**src/rtl/tour_swap_cost_engine_assert.svh**
```systemverilog
// Assertion macros for the tour swap cost engine.
// Every macro expects clk_i and rst_ni in the scope where it is used.
`ifndef TOUR_SWAP_COST_ENGINE_ASSERT_SVH
`define TOUR_SWAP_COST_ENGINE_ASSERT_SVH

// Checks that the consequent holds in the same cycle as the antecedent.
`define TSCE_ASSERT_IMPL(lbl, ante, cons, msg) \
  lbl: assert property (@(posedge clk_i) disable iff (!rst_ni) (ante) |-> (cons)) \
    else $error(msg);

// Checks that the consequent holds in the cycle after the antecedent.
`define TSCE_ASSERT_NEXT(lbl, ante, cons, msg) \
  lbl: assert property (@(posedge clk_i) disable iff (!rst_ni) (ante) |=> (cons)) \
    else $error(msg);

`endif

```
**src/rtl/tsce_pkg.sv**
```systemverilog
// Shared constants, codes and control structs for the tour swap cost engine.
// This package has no dependencies.
package tsce_pkg;

  localparam int MAX_CITIES  = 64;
  localparam int CITY_W      = 6;
  localparam int WEIGHT_BITS = 32;
  localparam int IN_WEIGHT_W = 32;
  localparam int SUM_W       = 38;
  localparam int LEN_W       = 7;
  localparam int CMD_W       = 3;
  localparam int WT_ADDR_W   = 2 * CITY_W;
  localparam int WT_DEPTH    = MAX_CITIES * MAX_CITIES;
  localparam int NUM_SLOTS   = 6;
  localparam int NUM_TERMS   = 5;
  localparam int CNT_W       = 4;
  localparam int CFG_ADDR_W  = 3;
  localparam int CFG_DATA_W  = 32;

  localparam int REG_TOUR_LENGTH = 0;
  localparam logic [LEN_W-1:0] TOUR_LENGTH_RESET = 7'd2;

  localparam logic STATUS_OK      = 1'b0;
  localparam logic STATUS_NO_SWAP = 1'b1;

  typedef enum logic [CMD_W-1:0] {
    CMD_WRITE_WEIGHT = 3'd0,
    CMD_WRITE_SLOT   = 3'd1,
    CMD_RECOMPUTE    = 3'd2,
    CMD_SWAP         = 3'd3,
    CMD_UNDO         = 3'd4,
    CMD_SWEEP        = 3'd5
  } cmd_e;

  typedef enum logic [1:0] {
    SRC_CMD   = 2'd0,
    SRC_LAST  = 2'd1,
    SRC_SWEEP = 2'd2
  } pos_src_e;

  typedef struct packed {
    logic     ld_in;
    logic     wt_wr;
    logic     wt_mirror;
    logic     slot_wr;
    logic     rc_start;
    logic     rc_issue;
    logic     pos_ld;
    pos_src_e pos_src;
    logic     tr_issue;
    logic [2:0] slot;
    logic     term_issue;
    logic     after;
    logic [2:0] term;
    logic     acc_from_sum;
    logic     tw_i;
    logic     tw_j;
    logic     upd_swap;
    logic     upd_rc;
    logic     sweep_init;
    logic     sweep_next;
    logic     res_ld;
    logic     res_status;
    logic     res_improved;
  } tsce_ctl_t;

  typedef struct packed {
    logic [CMD_W-1:0] cmd;
    logic pos_ok;
    logic swap_known;
    logic lower;
    logic rc_last;
    logic sweep_more;
  } tsce_stat_t;

endpackage

```
**src/rtl/tsce_ctrl.sv**
```systemverilog
// Sequencer of the tour swap cost engine: decodes commands and steps the datapath.
// Depends on tsce_pkg for the command and status structs.
module tsce_ctrl import tsce_pkg::*; (
  input  logic       clk_i,
  input  logic       rst_ni,
  input  logic       in_valid_i,
  output logic       in_ready_o,
  input  logic       out_ready_i,
  output logic       out_valid_o,
  input  tsce_stat_t stat_i,
  output tsce_ctl_t  ctl_o
);

  typedef enum logic [14:0] {
    S_IDLE      = 15'b000000000000001,
    S_DECODE    = 15'b000000000000010,
    S_WW2       = 15'b000000000000100,
    S_RC        = 15'b000000000001000,
    S_RC_DRAIN  = 15'b000000000010000,
    S_RC_UPD    = 15'b000000000100000,
    S_SW_CHK    = 15'b000000001000000,
    S_SW_RD     = 15'b000000010000000,
    S_SW_TERM   = 15'b000000100000000,
    S_SW_WR     = 15'b000001000000000,
    S_SW_WR2    = 15'b000010000000000,
    S_SW_UPD    = 15'b000100000000000,
    S_SWP_EVAL  = 15'b001000000000000,
    S_SWP_START = 15'b010000000000000,
    S_FIN       = 15'b100000000000000
  } state_e;

  state_e           state_q, state_d;
  logic [CNT_W-1:0] cnt_q, cnt_d;
  logic             sweep_q, sweep_d;
  logic             ph_q, ph_d;
  logic             fin_st_q, fin_st_d;
  logic             fin_imp_q, fin_imp_d;
  logic             out_valid_q, out_valid_d;

  always_comb begin
    ctl_o       = '0;
    state_d     = state_q;
    cnt_d       = cnt_q;
    sweep_d     = sweep_q;
    ph_d        = ph_q;
    fin_st_d    = fin_st_q;
    fin_imp_d   = fin_imp_q;
    case (state_q)
      S_IDLE: begin
        if (in_valid_i) begin
          ctl_o.ld_in = 1'b1;
          state_d     = S_DECODE;
        end
      end
      S_DECODE: begin
        fin_st_d  = STATUS_OK;
        fin_imp_d = 1'b0;
        sweep_d   = 1'b0;
        case (cmd_e'(stat_i.cmd))
          CMD_WRITE_WEIGHT: begin
            ctl_o.wt_wr = 1'b1;
            state_d     = S_WW2;
          end
          CMD_WRITE_SLOT: begin
            ctl_o.slot_wr = 1'b1;
            state_d       = S_FIN;
          end
          CMD_RECOMPUTE: begin
            ctl_o.rc_start = 1'b1;
            state_d        = S_RC;
          end
          CMD_SWAP: begin
            ctl_o.pos_ld  = 1'b1;
            ctl_o.pos_src = SRC_CMD;
            state_d       = S_SW_CHK;
          end
          CMD_UNDO: begin
            if (stat_i.swap_known) begin
              ctl_o.pos_ld  = 1'b1;
              ctl_o.pos_src = SRC_LAST;
              state_d       = S_SW_CHK;
            end else begin
              fin_st_d = STATUS_NO_SWAP;
              state_d  = S_FIN;
            end
          end
          CMD_SWEEP: begin
            ctl_o.sweep_init = 1'b1;
            sweep_d          = 1'b1;
            state_d          = S_SWP_START;
          end
          default: state_d = S_FIN;
        endcase
      end
      S_WW2: begin
        ctl_o.wt_wr     = 1'b1;
        ctl_o.wt_mirror = 1'b1;
        state_d         = S_FIN;
      end
      S_RC: begin
        ctl_o.rc_issue = 1'b1;
        if (stat_i.rc_last) begin
          cnt_d   = '0;
          state_d = S_RC_DRAIN;
        end
      end
      S_RC_DRAIN: begin
        // The drain state lets the last tour read and weight read reach the sum.
        cnt_d = cnt_q + CNT_W'(1);
        if (cnt_q == CNT_W'(1)) begin
          state_d = S_RC_UPD;
        end
      end
      S_RC_UPD: begin
        ctl_o.upd_rc = 1'b1;
        state_d      = S_FIN;
      end
      S_SW_CHK: begin
        if (stat_i.pos_ok) begin
          ctl_o.acc_from_sum = 1'b1;
          cnt_d              = '0;
          state_d            = S_SW_RD;
        end else begin
          state_d = sweep_q ? S_SWP_EVAL : S_FIN;
        end
      end
      S_SW_RD: begin
        if (cnt_q < CNT_W'(NUM_SLOTS)) begin
          ctl_o.tr_issue = 1'b1;
          ctl_o.slot     = cnt_q[2:0];
          cnt_d          = cnt_q + CNT_W'(1);
        end else begin
          cnt_d   = '0;
          state_d = S_SW_TERM;
        end
      end
      S_SW_TERM: begin
        if (cnt_q < CNT_W'(2 * NUM_TERMS)) begin
          ctl_o.term_issue = 1'b1;
          ctl_o.after      = (cnt_q >= CNT_W'(NUM_TERMS));
          ctl_o.term       = ctl_o.after ? 3'(cnt_q - CNT_W'(NUM_TERMS)) : cnt_q[2:0];
          cnt_d            = cnt_q + CNT_W'(1);
        end else begin
          state_d = S_SW_WR;
        end
      end
      S_SW_WR: begin
        ctl_o.tw_i = 1'b1;
        state_d    = S_SW_WR2;
      end
      S_SW_WR2: begin
        ctl_o.tw_j = 1'b1;
        state_d    = S_SW_UPD;
      end
      S_SW_UPD: begin
        ctl_o.upd_swap = 1'b1;
        state_d        = sweep_q ? S_SWP_EVAL : S_FIN;
      end
      S_SWP_START: begin
        if (stat_i.sweep_more) begin
          ctl_o.pos_ld  = 1'b1;
          ctl_o.pos_src = SRC_SWEEP;
          ph_d          = 1'b0;
          state_d       = S_SW_CHK;
        end else begin
          state_d = S_FIN;
        end
      end
      S_SWP_EVAL: begin
        if (!ph_q) begin
          if (stat_i.lower) begin
            fin_imp_d = 1'b1;
            state_d   = S_FIN;
          end else begin
            // The trial did not help: swap the same pair back.
            ph_d    = 1'b1;
            state_d = S_SW_CHK;
          end
        end else begin
          ctl_o.sweep_next = 1'b1;
          state_d          = S_SWP_START;
        end
      end
      S_FIN: begin
        if (!out_valid_q || out_ready_i) begin
          ctl_o.res_ld       = 1'b1;
          ctl_o.res_status   = fin_st_q;
          ctl_o.res_improved = fin_imp_q;
          state_d            = S_IDLE;
        end
      end
      default: state_d = S_IDLE;
    endcase
  end

  always_comb begin
    out_valid_d = out_valid_q;
    if (ctl_o.res_ld) begin
      out_valid_d = 1'b1;
    end else if (out_ready_i) begin
      out_valid_d = 1'b0;
    end
  end

  always_ff @(posedge clk_i or negedge rst_ni) begin
    if (!rst_ni) begin
      state_q     <= S_IDLE;
      cnt_q       <= '0;
      sweep_q     <= 1'b0;
      ph_q        <= 1'b0;
      fin_st_q    <= STATUS_OK;
      fin_imp_q   <= 1'b0;
      out_valid_q <= 1'b0;
    end else begin
      state_q     <= state_d;
      cnt_q       <= cnt_d;
      sweep_q     <= sweep_d;
      ph_q        <= ph_d;
      fin_st_q    <= fin_st_d;
      fin_imp_q   <= fin_imp_d;
      out_valid_q <= out_valid_d;
    end
  end

  assign in_ready_o  = (state_q == S_IDLE);
  assign out_valid_o = out_valid_q;

endmodule

```
**config.mk**
```make
export PLATFORM = sky130hd
export DESIGN_NAME = tsce_ctrl
export DESIGN_NICKNAME = d
export VERILOG_FILES = /design/src/rtl/tour_swap_cost_engine_assert.svh /design/src/rtl/tsce_pkg.sv /design/src/rtl/tsce_ctrl.sv
export SDC_FILE = /design/constraint.sdc
export NUM_CORES = 1
export LEC_CHECK = 0
export ABC_AREA = 1
export BUFFER_PORTS_ARGS = -buffer_cell sky130_fd_sc_hd__buf_2
export CAP_MARGIN = 30
export CORE_ASPECT_RATIO = 0.6
export CORE_MARGIN = 10
export CORE_UTILIZATION = 54
export CTS_CLUSTER_DIAMETER = 150
export DETAILED_ROUTE_END_ITERATION = 6
export PLACE_DENSITY = 0.88
export SYNTH_ARGS = -nofsm -noshare
export SYNTH_HDL_FRONTEND = slang
export SYNTH_SLANG_ARGS = --single-unit
```
**constraint.sdc**
```tcl
create_clock -name clk_i -period 2 [get_ports clk_i]
set_input_delay 0.3 -clock clk_i [delete_from_list [all_inputs] [get_ports clk_i]]
set_output_delay 0.3 -clock clk_i [all_outputs]
set_load 0.05 [all_outputs]
```
==> flow_summary.yaml, run 1 <==
run_status:
  outcome: "finished with violations"
  violations: "design-rule violations, negative setup slack"
yosys:
  avgSynthCellArea_sq_um: 6.63
  yosys.area_share.simple_pct: 44.9
  yosysTopAreaCell: "dfrtp_1"
  yosysTopAreaCellShare_pct: 31.9
  ys_warn_count: 0
  async_flop_share_pct: 100
  synth_fp_nets: 287
  synth_top_family_by_area: "simple AND/OR/NAND/NOR gates"
  muxShareOfSynthArea_pct: 0
  synth_cell_type_count: 29
  synth-compound-area-share_pct: 7.22
  synthTopCellsByArea: "dfrtp_1 32%, nand2_1 14%, nor2_1 11%"
  synthCells: 272
  synth_area_sq_um: 1800
  ys_ff_latch: 24
  synth_edf_count: 0
  ys.flop_type: "dfrtp_1"
  yosys.area_share.xor_xnor_pct: 0.972
  synthAdderAreaFrac_pct: 2.08
  synth_seq_area_share_pct: 33.4
power_and_ir_drop:
  p_switching_uw: 1090
  seq_power_share_pct: 27.7
  p_leak_uw: 0.00153
  intPower_uw: 1180
  power_density_nw_per_um2: 769
  clkPwrFrac_pct: 13.5
  netSwitchingFraction_pct: 48.0
  power_frac_comb_pct: 58.8
  peakVddDrop_mv: 0.832
sta:
  fin_crit_ps: 2230
  skew_ps: 3.67
  post-route-period-util_pct: 111
  hold_violations: 0
  whs_ps: 16.0
  fin_ws_ps: -226
  worstMarginPinSlew_ps: 592
  drv_slew: 0
  fmax_mhz: 449
  setup-violations-final: 37
  rsz0062_at_grt: "true"
  slew_headroom_pct: 60.5
min_path:
  hp-class: "input port to async pin"
clock_network:
  tritoncts: "built"
  clock_latency_ps: 280
  clkSinkCount: 24
  numCtsBuffers: 3
  holdBufCountCts: 0
  cts.path.max_buffers: 2
  clkTransAtPathRegs_ps: 90
  cts_root_buf: "clkbuf_8"
  cts-htree-levels: 1
die:
  die_w_microns: 94.6
  io_pins: 42
  fp.coreArea_sq_um: 3220
  row_count: 16
  fp.dieArea_sq_um: 6130
  die-height_microns: 64.8
  start_util_pct: 55.9
setup_path:
  worstSetupEndpointType: "primary output"
  path_max_fanout: 5
  path_class: "flip-flop to primary output"
  critPathLaunchType: "flip-flop"
  worstPathArrival_ps: 1930
  cp.required_ps: 1700
cells_and_area:
  fillers: 114
  antennaDiodeCount: 0
  num-nets-final: 372
  postLayoutCellArea_sq_um: 2960
  drive_gt1_share_pct: 47.5
  syn2layout_area_growth_pct: 64.1
placed_design:
  hpwlAfterDp_microns: 3900
  place_area_sq_um: 2130
  port_buffers: 41
  routabilityCongestion: 0.885
routing:
  drc: 11
  ant_nets: 0
  wirelength_microns: 9190
  firstDrtPassIters: 7
  vias: 2580
  post_drt_wl_per_cell_microns: 22.9
  viasPerCell: 6.43
  drtIter0Drc: 557
run:
  max-cap-violations: 0
global_route:
  antenna_found_initial: 0
  grt_use_total_pct: 19.3
  grt_pass1_vias: 2043
  grt-ovfl-total: 0
  grt_pass1_wl_microns: 9670
  grt_start_max_net_pins: 25
[state kept, by name (all words and copies together), names as in the netlist]
register,cells
cnt_q,4
fin_imp_q,1
fin_st_q,1
out_valid_o,1
ph_q,1
state_q,15
sweep_q,1
[path summary, 6_finish.rpt]
check,endpoint,slack (ps),cells past startpoint,startpoint
max reg2reg,cnt_q[3],-130,12,state_q[0]
min reg2reg,state_q[12],570,2,sweep_q
min in group clk_i,state_q[3],240,2,stat_i[1]
max in group asynchronous,cnt_q[0],1560,1,rst_ni
min,fin_imp_q,20,1,rst_ni
max,ctl_o[17],-230,9,state_q[4]
[synth_stat cells, drive strengths merged, types with 2 or more instances]
library cell,n
nand2,78
nor2,65
inv,46
dfrtp,23
nand3,20
o21ai,13
a21oi,4
nor3,4
buf,3
ha,3
nand4,2
xor2,2
[power by group through the flow]
stage               combinational (uW)  clock, uW  sequential [uW]
finish                            1340        307              630
floorplan                          562          0              610
global placement                   718          0              608
detailed placement                 741          0              612
global route                      1370        319              626
CTS                                966        297              600
[placed cells by master (no fill, tap or decap), types with 12 or more instances in the layout]
cell and n:
buf_2 12, buf_4 38, buf_6 23, dfrtp_1 22, inv_1 33, nand2_1 57
nand3_1 18, nor2_1 33, nor2_4 22
[worst max-delay path, cell delays in order (launching register included)]
cell and delay [ps]:
dfrtp_1 450, nor2_2 190, buf_4 150, nand2_1 120, nor2_4 180, nand2_4 90, inv_6 100, nand2_8 80
nor2_4 130, buf_6 160
[repair_timing]
item | 4_1_cts | 5_1_grt
setup endpoints to repair | 29 | 29
resized for setup | 67 | 91
hold endpoints to repair | 0 | 0
cloned | 0 | 0
buffers inserted | 19 | 15
pin swaps | 15 | 23
[final cells by class]
cell class	count	area [sq um]	area share (%)
multi-input cells	198	1310	44.2
flip-flops and latches	24	603	20.4
clock buffers	4	45.0	1.52
inverters	46	185	6.26
well taps	45	56.3	1.90
repair buffers	84	762	25.8
[cells by family (layout without fill, tap and decap cells)]
kind of cell | count (synthesis) | after routing
AND/OR/NAND/NOR | 171 | 171
buffers and inverters | 50 | 134
flip-flops | 24 | 24
AO/OA/AOI/OAI | 22 | 22
adder cells (fa/ha/maj) | 3 | 3
XOR/XNOR | 2 | 2
[metal layers]
layer	part of all wire, %	up-vias	routed length (microns)	track usage (%)
li1	-	1002	-	-
met1	34	1147	3120	23.9
met2	42	331	3850	30.9
met3	15	100	1420	7.24
met4	8.8	0	806	5.58
met5	0	-	0	0
[through the flow]
stage | util, % | TNS, ps | total power, uW | std cells | setup slack, ps
after global placement | 66.1 | 0 | 1330 | 363 | 88.3
after detailed placement | 66.1 | 0 | 1350 | 363 | 47.1
final | 91.8 | -4500 | 2280 | 401 | -226
after CTS | 78.3 | -457 | 1860 | 386 | -71.4
after floorplan | - | -419 | 1170 | 272 | -93.8
after global routing | 91.8 | -4410 | 2310 | 401 | -209
Power figures use the tool's default switching activity.
==> run 2: changes to the inputs <==
--- a/config.mk
+++ b/config.mk
@@ -14,6 +14,7 @@
 export CTS_CLUSTER_DIAMETER = 150
 export DETAILED_ROUTE_END_ITERATION = 6
 export PLACE_DENSITY = 0.88
+export RECOVER_POWER = 100
 export SYNTH_ARGS = -nofsm -noshare
 export SYNTH_HDL_FRONTEND = slang
 export SYNTH_SLANG_ARGS = --single-unit
==> flow_summary.yaml, run 2 (synthesized netlist as in run 1, its figures left out) <==
setup_path:
  cpMaxStageDelayCell: "dfrtp_1"
  worstSetupEndpointType: "primary output"
  cp.depth: 7
  worst-path-buf-inv: 2
  critPathLaunchType: "flip-flop"
  crit_path_start: "state_q[4]"
  worstPathCellList: "nor2_2 > nand2_2 > nor2_4 > nand3_4 > inv_2 > o211a_1 > buf_6"
  path_max_fanout: 5
  worstReg2RegEnd: "cnt_q[3]"
  crit_end: "ctl_o[12]"
  cp.required_ps: 1700
  path_class: "flip-flop to primary output"
  ff2ff_setup_slack_ps: -100
  r2r_start: "state_q[4]"
  crit_family: "simple AND/OR/NAND/NOR gates"
  worstPathArrival_ps: 1920
  critical-path-max-stage-delay_ps: 450
  reg2reg_depth: 11
clock_network:
  numCtsBuffers: 3
  holdBufCountCts: 0
  clkTransAtPathRegs_ps: 80
  tritoncts: "built"
  cts.path.max_buffers: 2
  clkSinkCount: 24
  cts-htree-levels: 1
  clock_latency_ps: 280
  cts_root_buf: "clkbuf_8"
cells_and_area:
  final_common_cell: "nand2_1"
  drive_gt1_share_pct: 46.9
  largest_reg_flops: 15
  final_cell_mix: "57 x nand2_1, 38 x buf_4, 33 x inv_1, 33 x nor2_1, 23 x buf_6"
  stdcell_count: 401
  fillers: 116
  antennaDiodeCount: 0
  num-nets-final: 372
  top_register: "state_q"
  syn2layout_area_growth_pct: 64.0
  reg_top3: "state_q: 15 flops, cnt_q: 4 flops"
die:
  row_count: 16
  start_util_pct: 55.9
  io_pins: 42
  fp.coreArea_sq_um: 3220
  fp.dieArea_sq_um: 6130
  die-height_microns: 64.8
  die_w_microns: 94.6
global_route:
  grt-ovfl-total: 0
  grt_pass1_wl_microns: 9670
  grt_start_max_net_pins: 25
  antenna_found_initial: 0
  grt_pass1_vias: 2043
  grt_use_total_pct: 19.3
routing:
  post_drt_wl_per_cell_microns: 22.7
  wirelength_microns: 9110
  drtIter0Drc: 557
  viasPerCell: 6.45
  ant_nets: 0
  drc: 0
  vias: 2588
  firstDrtPassIters: 6
placed_design:
  dp.cells: 363
  routabilityCongestion: 0.885
  port_buffers: 41
  hpwlAfterDp_microns: 3900
sta:
  rsz0062_at_grt: "true"
  worstMarginPinSlew_ps: 1420
  slew_headroom_pct: 5.65
  post-route-period-util_pct: 111
  setup-violations-final: 38
  whs_ps: 243
  hold_violations: 0
  fin_ws_ps: -216
  drv_slew: 0
  fmax_mhz: 451
  fin_crit_ps: 2220
  skew_ps: 5.84
  tns_ps: -4210
min_path:
  hp-class: "input port to flip-flop"
  min_path_cells: 2
power_and_ir_drop:
  fin_total_pwr_uw: 2280
  p_leak_uw: 0.00152
  peakVddDrop_mv: 0.830
  power_density_nw_per_um2: 770
run:
  max-cap-violations: 0
run_status:
  violations: "negative setup slack"
  outcome: "finished with violations"
[run 2: cell count changes in the layout (fill, tap and decap cells not counted), sizes merged]
cell | before | now
buf | 83 | 81
clkbuf | 5 | 7
[run 2: how the worst min path moves through the flow]
stage | startpoint | to | slack, ps
3_3_place_gp | rst_ni | state_q[11] | 300
2_1_floorplan | rst_ni | cnt_q[0] | 4
5_1_grt | stat_i[1] | state_q[3] | 240
4_1_cts | rst_ni | state_q[11] | 20
6_report | stat_i[1] | state_q[3] | 240
3_5_place_dp | rst_ni | state_q[11] | 310
[run 2: layout make-up]
cell class	instances	area [sq um]	share of cell area (%)
Tap cell	45	56.3	1.90
Timing Repair Buffer	84	759	25.7
Clock buffer	4	45.0	1.52
Inverter	46	185	6.26
Sequential cell	24	603	20.4
Multi-Input combinational cell	198	1310	44.2
[run 2: routing by layer]
metal  vias to the layer above  track usage (%)  wire, microns
met4                         0             5.58            815
met3                       108             7.24           1310
met1                      1155             23.9           3180
met2                       321             30.9           3800
met5                         -                0              0
li1                       1004                -              -
[run 2: report_power, final]
part           switching (uW)  internal, uW
sequential               77.1           553
combinational             853           485
clock                     166           143
total                    1100          1180
[run 2: repair_timing]
action / 4_1_cts / 5_1_grt
setup endpoints to repair: 29 / 29
resized for setup: 67 / 91
buffers inserted: 19 / 15
pin swaps: 15 / 23
cloned: 0 / 0
[run 2: per-stage QoR]
step,cell area [sq um],util (%),setup slack [ps]
floorplan,1840,-,-93.8
detailed placement,2130,66.1,47.1
global placement,2130,66.1,88.3
CTS,2520,78.3,-71.4
global route,2960,91.7,-209
finish,2960,91.7,-216
==> run 3: changes to the inputs <==
--- a/config.mk
+++ b/config.mk
@@ -8,13 +8,16 @@
 export ABC_AREA = 1
 export BUFFER_PORTS_ARGS = -buffer_cell sky130_fd_sc_hd__buf_2
 export CAP_MARGIN = 30
+export CELL_PAD_IN_SITES_DETAIL_PLACEMENT = 1
+export CELL_PAD_IN_SITES_GLOBAL_PLACEMENT = 1
 export CORE_ASPECT_RATIO = 0.6
 export CORE_MARGIN = 10
-export CORE_UTILIZATION = 54
+export CORE_UTILIZATION = 37
 export CTS_CLUSTER_DIAMETER = 150
 export DETAILED_ROUTE_END_ITERATION = 6
-export PLACE_DENSITY = 0.88
+export PLACE_DENSITY = 0.87
 export RECOVER_POWER = 100
+export SKIP_LAST_GASP = 1
 export SYNTH_ARGS = -nofsm -noshare
 export SYNTH_HDL_FRONTEND = slang
 export SYNTH_SLANG_ARGS = --single-unit
==> flow_summary.yaml, run 3 (synthesized netlist as in run 1, its figures left out) <==
sta:
  tns_ps: -3410
  drv_slew: 0
  post-route-period-util_pct: 111
  setup-violations-final: 32
  rsz0062_at_grt: "true"
  fin_ws_ps: -212
  fin_crit_ps: 2210
  whs_ps: 251
  slew_headroom_pct: 2.14
  worstMarginPinSlew_ps: 1470
  hold_violations: 0
  fmax_mhz: 452
  skew_ps: 17.8
cells_and_area:
  largest_reg_flops: 15
  final_cell_mix: "56 x nand2_1, 54 x buf_4, 35 x inv_1"
  drive_gt1_share_pct: 49.2
  antennaDiodeCount: 0
  top_register: "state_q"
  final_common_cell: "nand2_1"
  reg_top3: "state_q: 15 flops, cnt_q: 4 flops"
  num-nets-final: 390
  syn2layout_area_growth_pct: 74.2
die:
  die_w_microns: 110
  fp.coreArea_sq_um: 4640
  fp.dieArea_sq_um: 8160
  die-height_microns: 74.1
  start_util_pct: 38.9
  row_count: 19
  io_pins: 42
routing:
  vias: 2465
  drtIter0Drc: 281
  firstDrtPassIters: 5
  drc: 0
  viasPerCell: 5.64
  ant_nets: 0
  post_drt_wl_per_cell_microns: 23.5
  wirelength_microns: 10300
setup_path:
  cpMaxStageDelayCell: "dfrtp_1"
  crit_family: "simple AND/OR/NAND/NOR gates"
  worstPathArrival_ps: 1910
  worstPathCellList: "nor2_4 > nand2_4 > nor2_4 > buf_4 > buf_6 > nand2_1 > inv_1 > buf_6"
  path_max_fanout: 6
  worst-path-buf-inv: 4
  ff2ff_setup_slack_ps: -140
  path_class: "flip-flop to primary output"
  critical-path-max-stage-delay_ps: 450
  worstSetupEndpointType: "primary output"
  cp.required_ps: 1700
  critPathLaunchType: "flip-flop"
placed_design:
  hpwlAfterDp_microns: 4730
  port_buffers: 41
  dpl_worst_slack_ps: 5.62
  routabilityCongestion: 0.875
clock_network:
  cts_root_buf: "clkbuf_8"
  cts-htree-levels: 1
  clkTransAtPathRegs_ps: 100
  clkSinkCount: 24
  cts.path.max_buffers: 2
  tritoncts: "built"
  numCtsBuffers: 3
  clock_latency_ps: 290
run:
  max-cap-violations: 0
global_route:
  grt_start_max_net_pins: 25
  grt_pass1_wl_microns: 11800
  antenna_found_initial: 0
  grt_pass1_vias: 2285
  grt-ovfl-total: 0
  grt_use_total_pct: 18.4
run_status:
  violations: "negative setup slack"
  outcome: "finished with violations"
power_and_ir_drop:
  p_leak_uw: 0.00162
  fin_total_pwr_uw: 2460
  power_density_nw_per_um2: 784
  peakVddDrop_mv: 1.07
min_path:
  hp-class: "input port to flip-flop"
run 3: cell type report:
type,count,area (sq um)
inverter,46,188
sequential,24,603
clock buffer,3,41.3
fill,559,1500
clock inverter,1,30.0
multi-input combinational,198,1300
timing repair buffer,102,903
tap,63,78.8
run 3: through the flow:
step	utilization, %	std cells	cell area, sq um
6_report	67.7	437	3140
5_1_grt	67.7	437	3140
4_1_cts	56.9	408	2640
3_5_place_dp	46.9	384	2180
3_3_place_gp	46.9	384	2180
2_1_floorplan	-	272	1840
run 3: worst register-to-register path, delay by kind of cell (launching register included):
| kind | cells | cell delay [ps] |
|---|---|---|
| buffers and inverters | 3 | 400 |
| DFF | 1 | 590 |
| and+or+nand+nor | 10 | 1110 |
run 3: layer usage:
metal,up-vias,part of all wire [%],global-route usage (%)
li1,1037,-,-
met1,1217,40,21.9
met5,-,0,0
met4,0,3.7,6.24
met2,164,49,32.0
met3,47,7.8,4.57
run 3: timing repair:
action,4_1_cts,5_1_grt
endpoints found under the setup margin,27,33
setup buffers,20,30
hold buffers,0,0
resized for setup,74,82
pin swaps,14,19
run 3: path summary, 6_finish.rpt:
check | start | end | cells past startpoint
max in group asynchronous | rst_ni | state_q[4] | 1
worst min-delay path | stat_i[1] | state_q[3] | 2
worst min register to register | fin_st_q | fin_st_q | 2
worst max register to register | state_q[0] | state_q[0] | 13
min in group asynchronous | rst_ni | out_valid_o | 1
worst max-delay path | state_q[7] | ctl_o[6] | 8
run 3: power by group:
| part | switching, uW | internal [uW] |
|---|---|---|
| logic | 840 | 554 |
| clock network | 179 | 269 |
| registers | 68.5 | 553 |
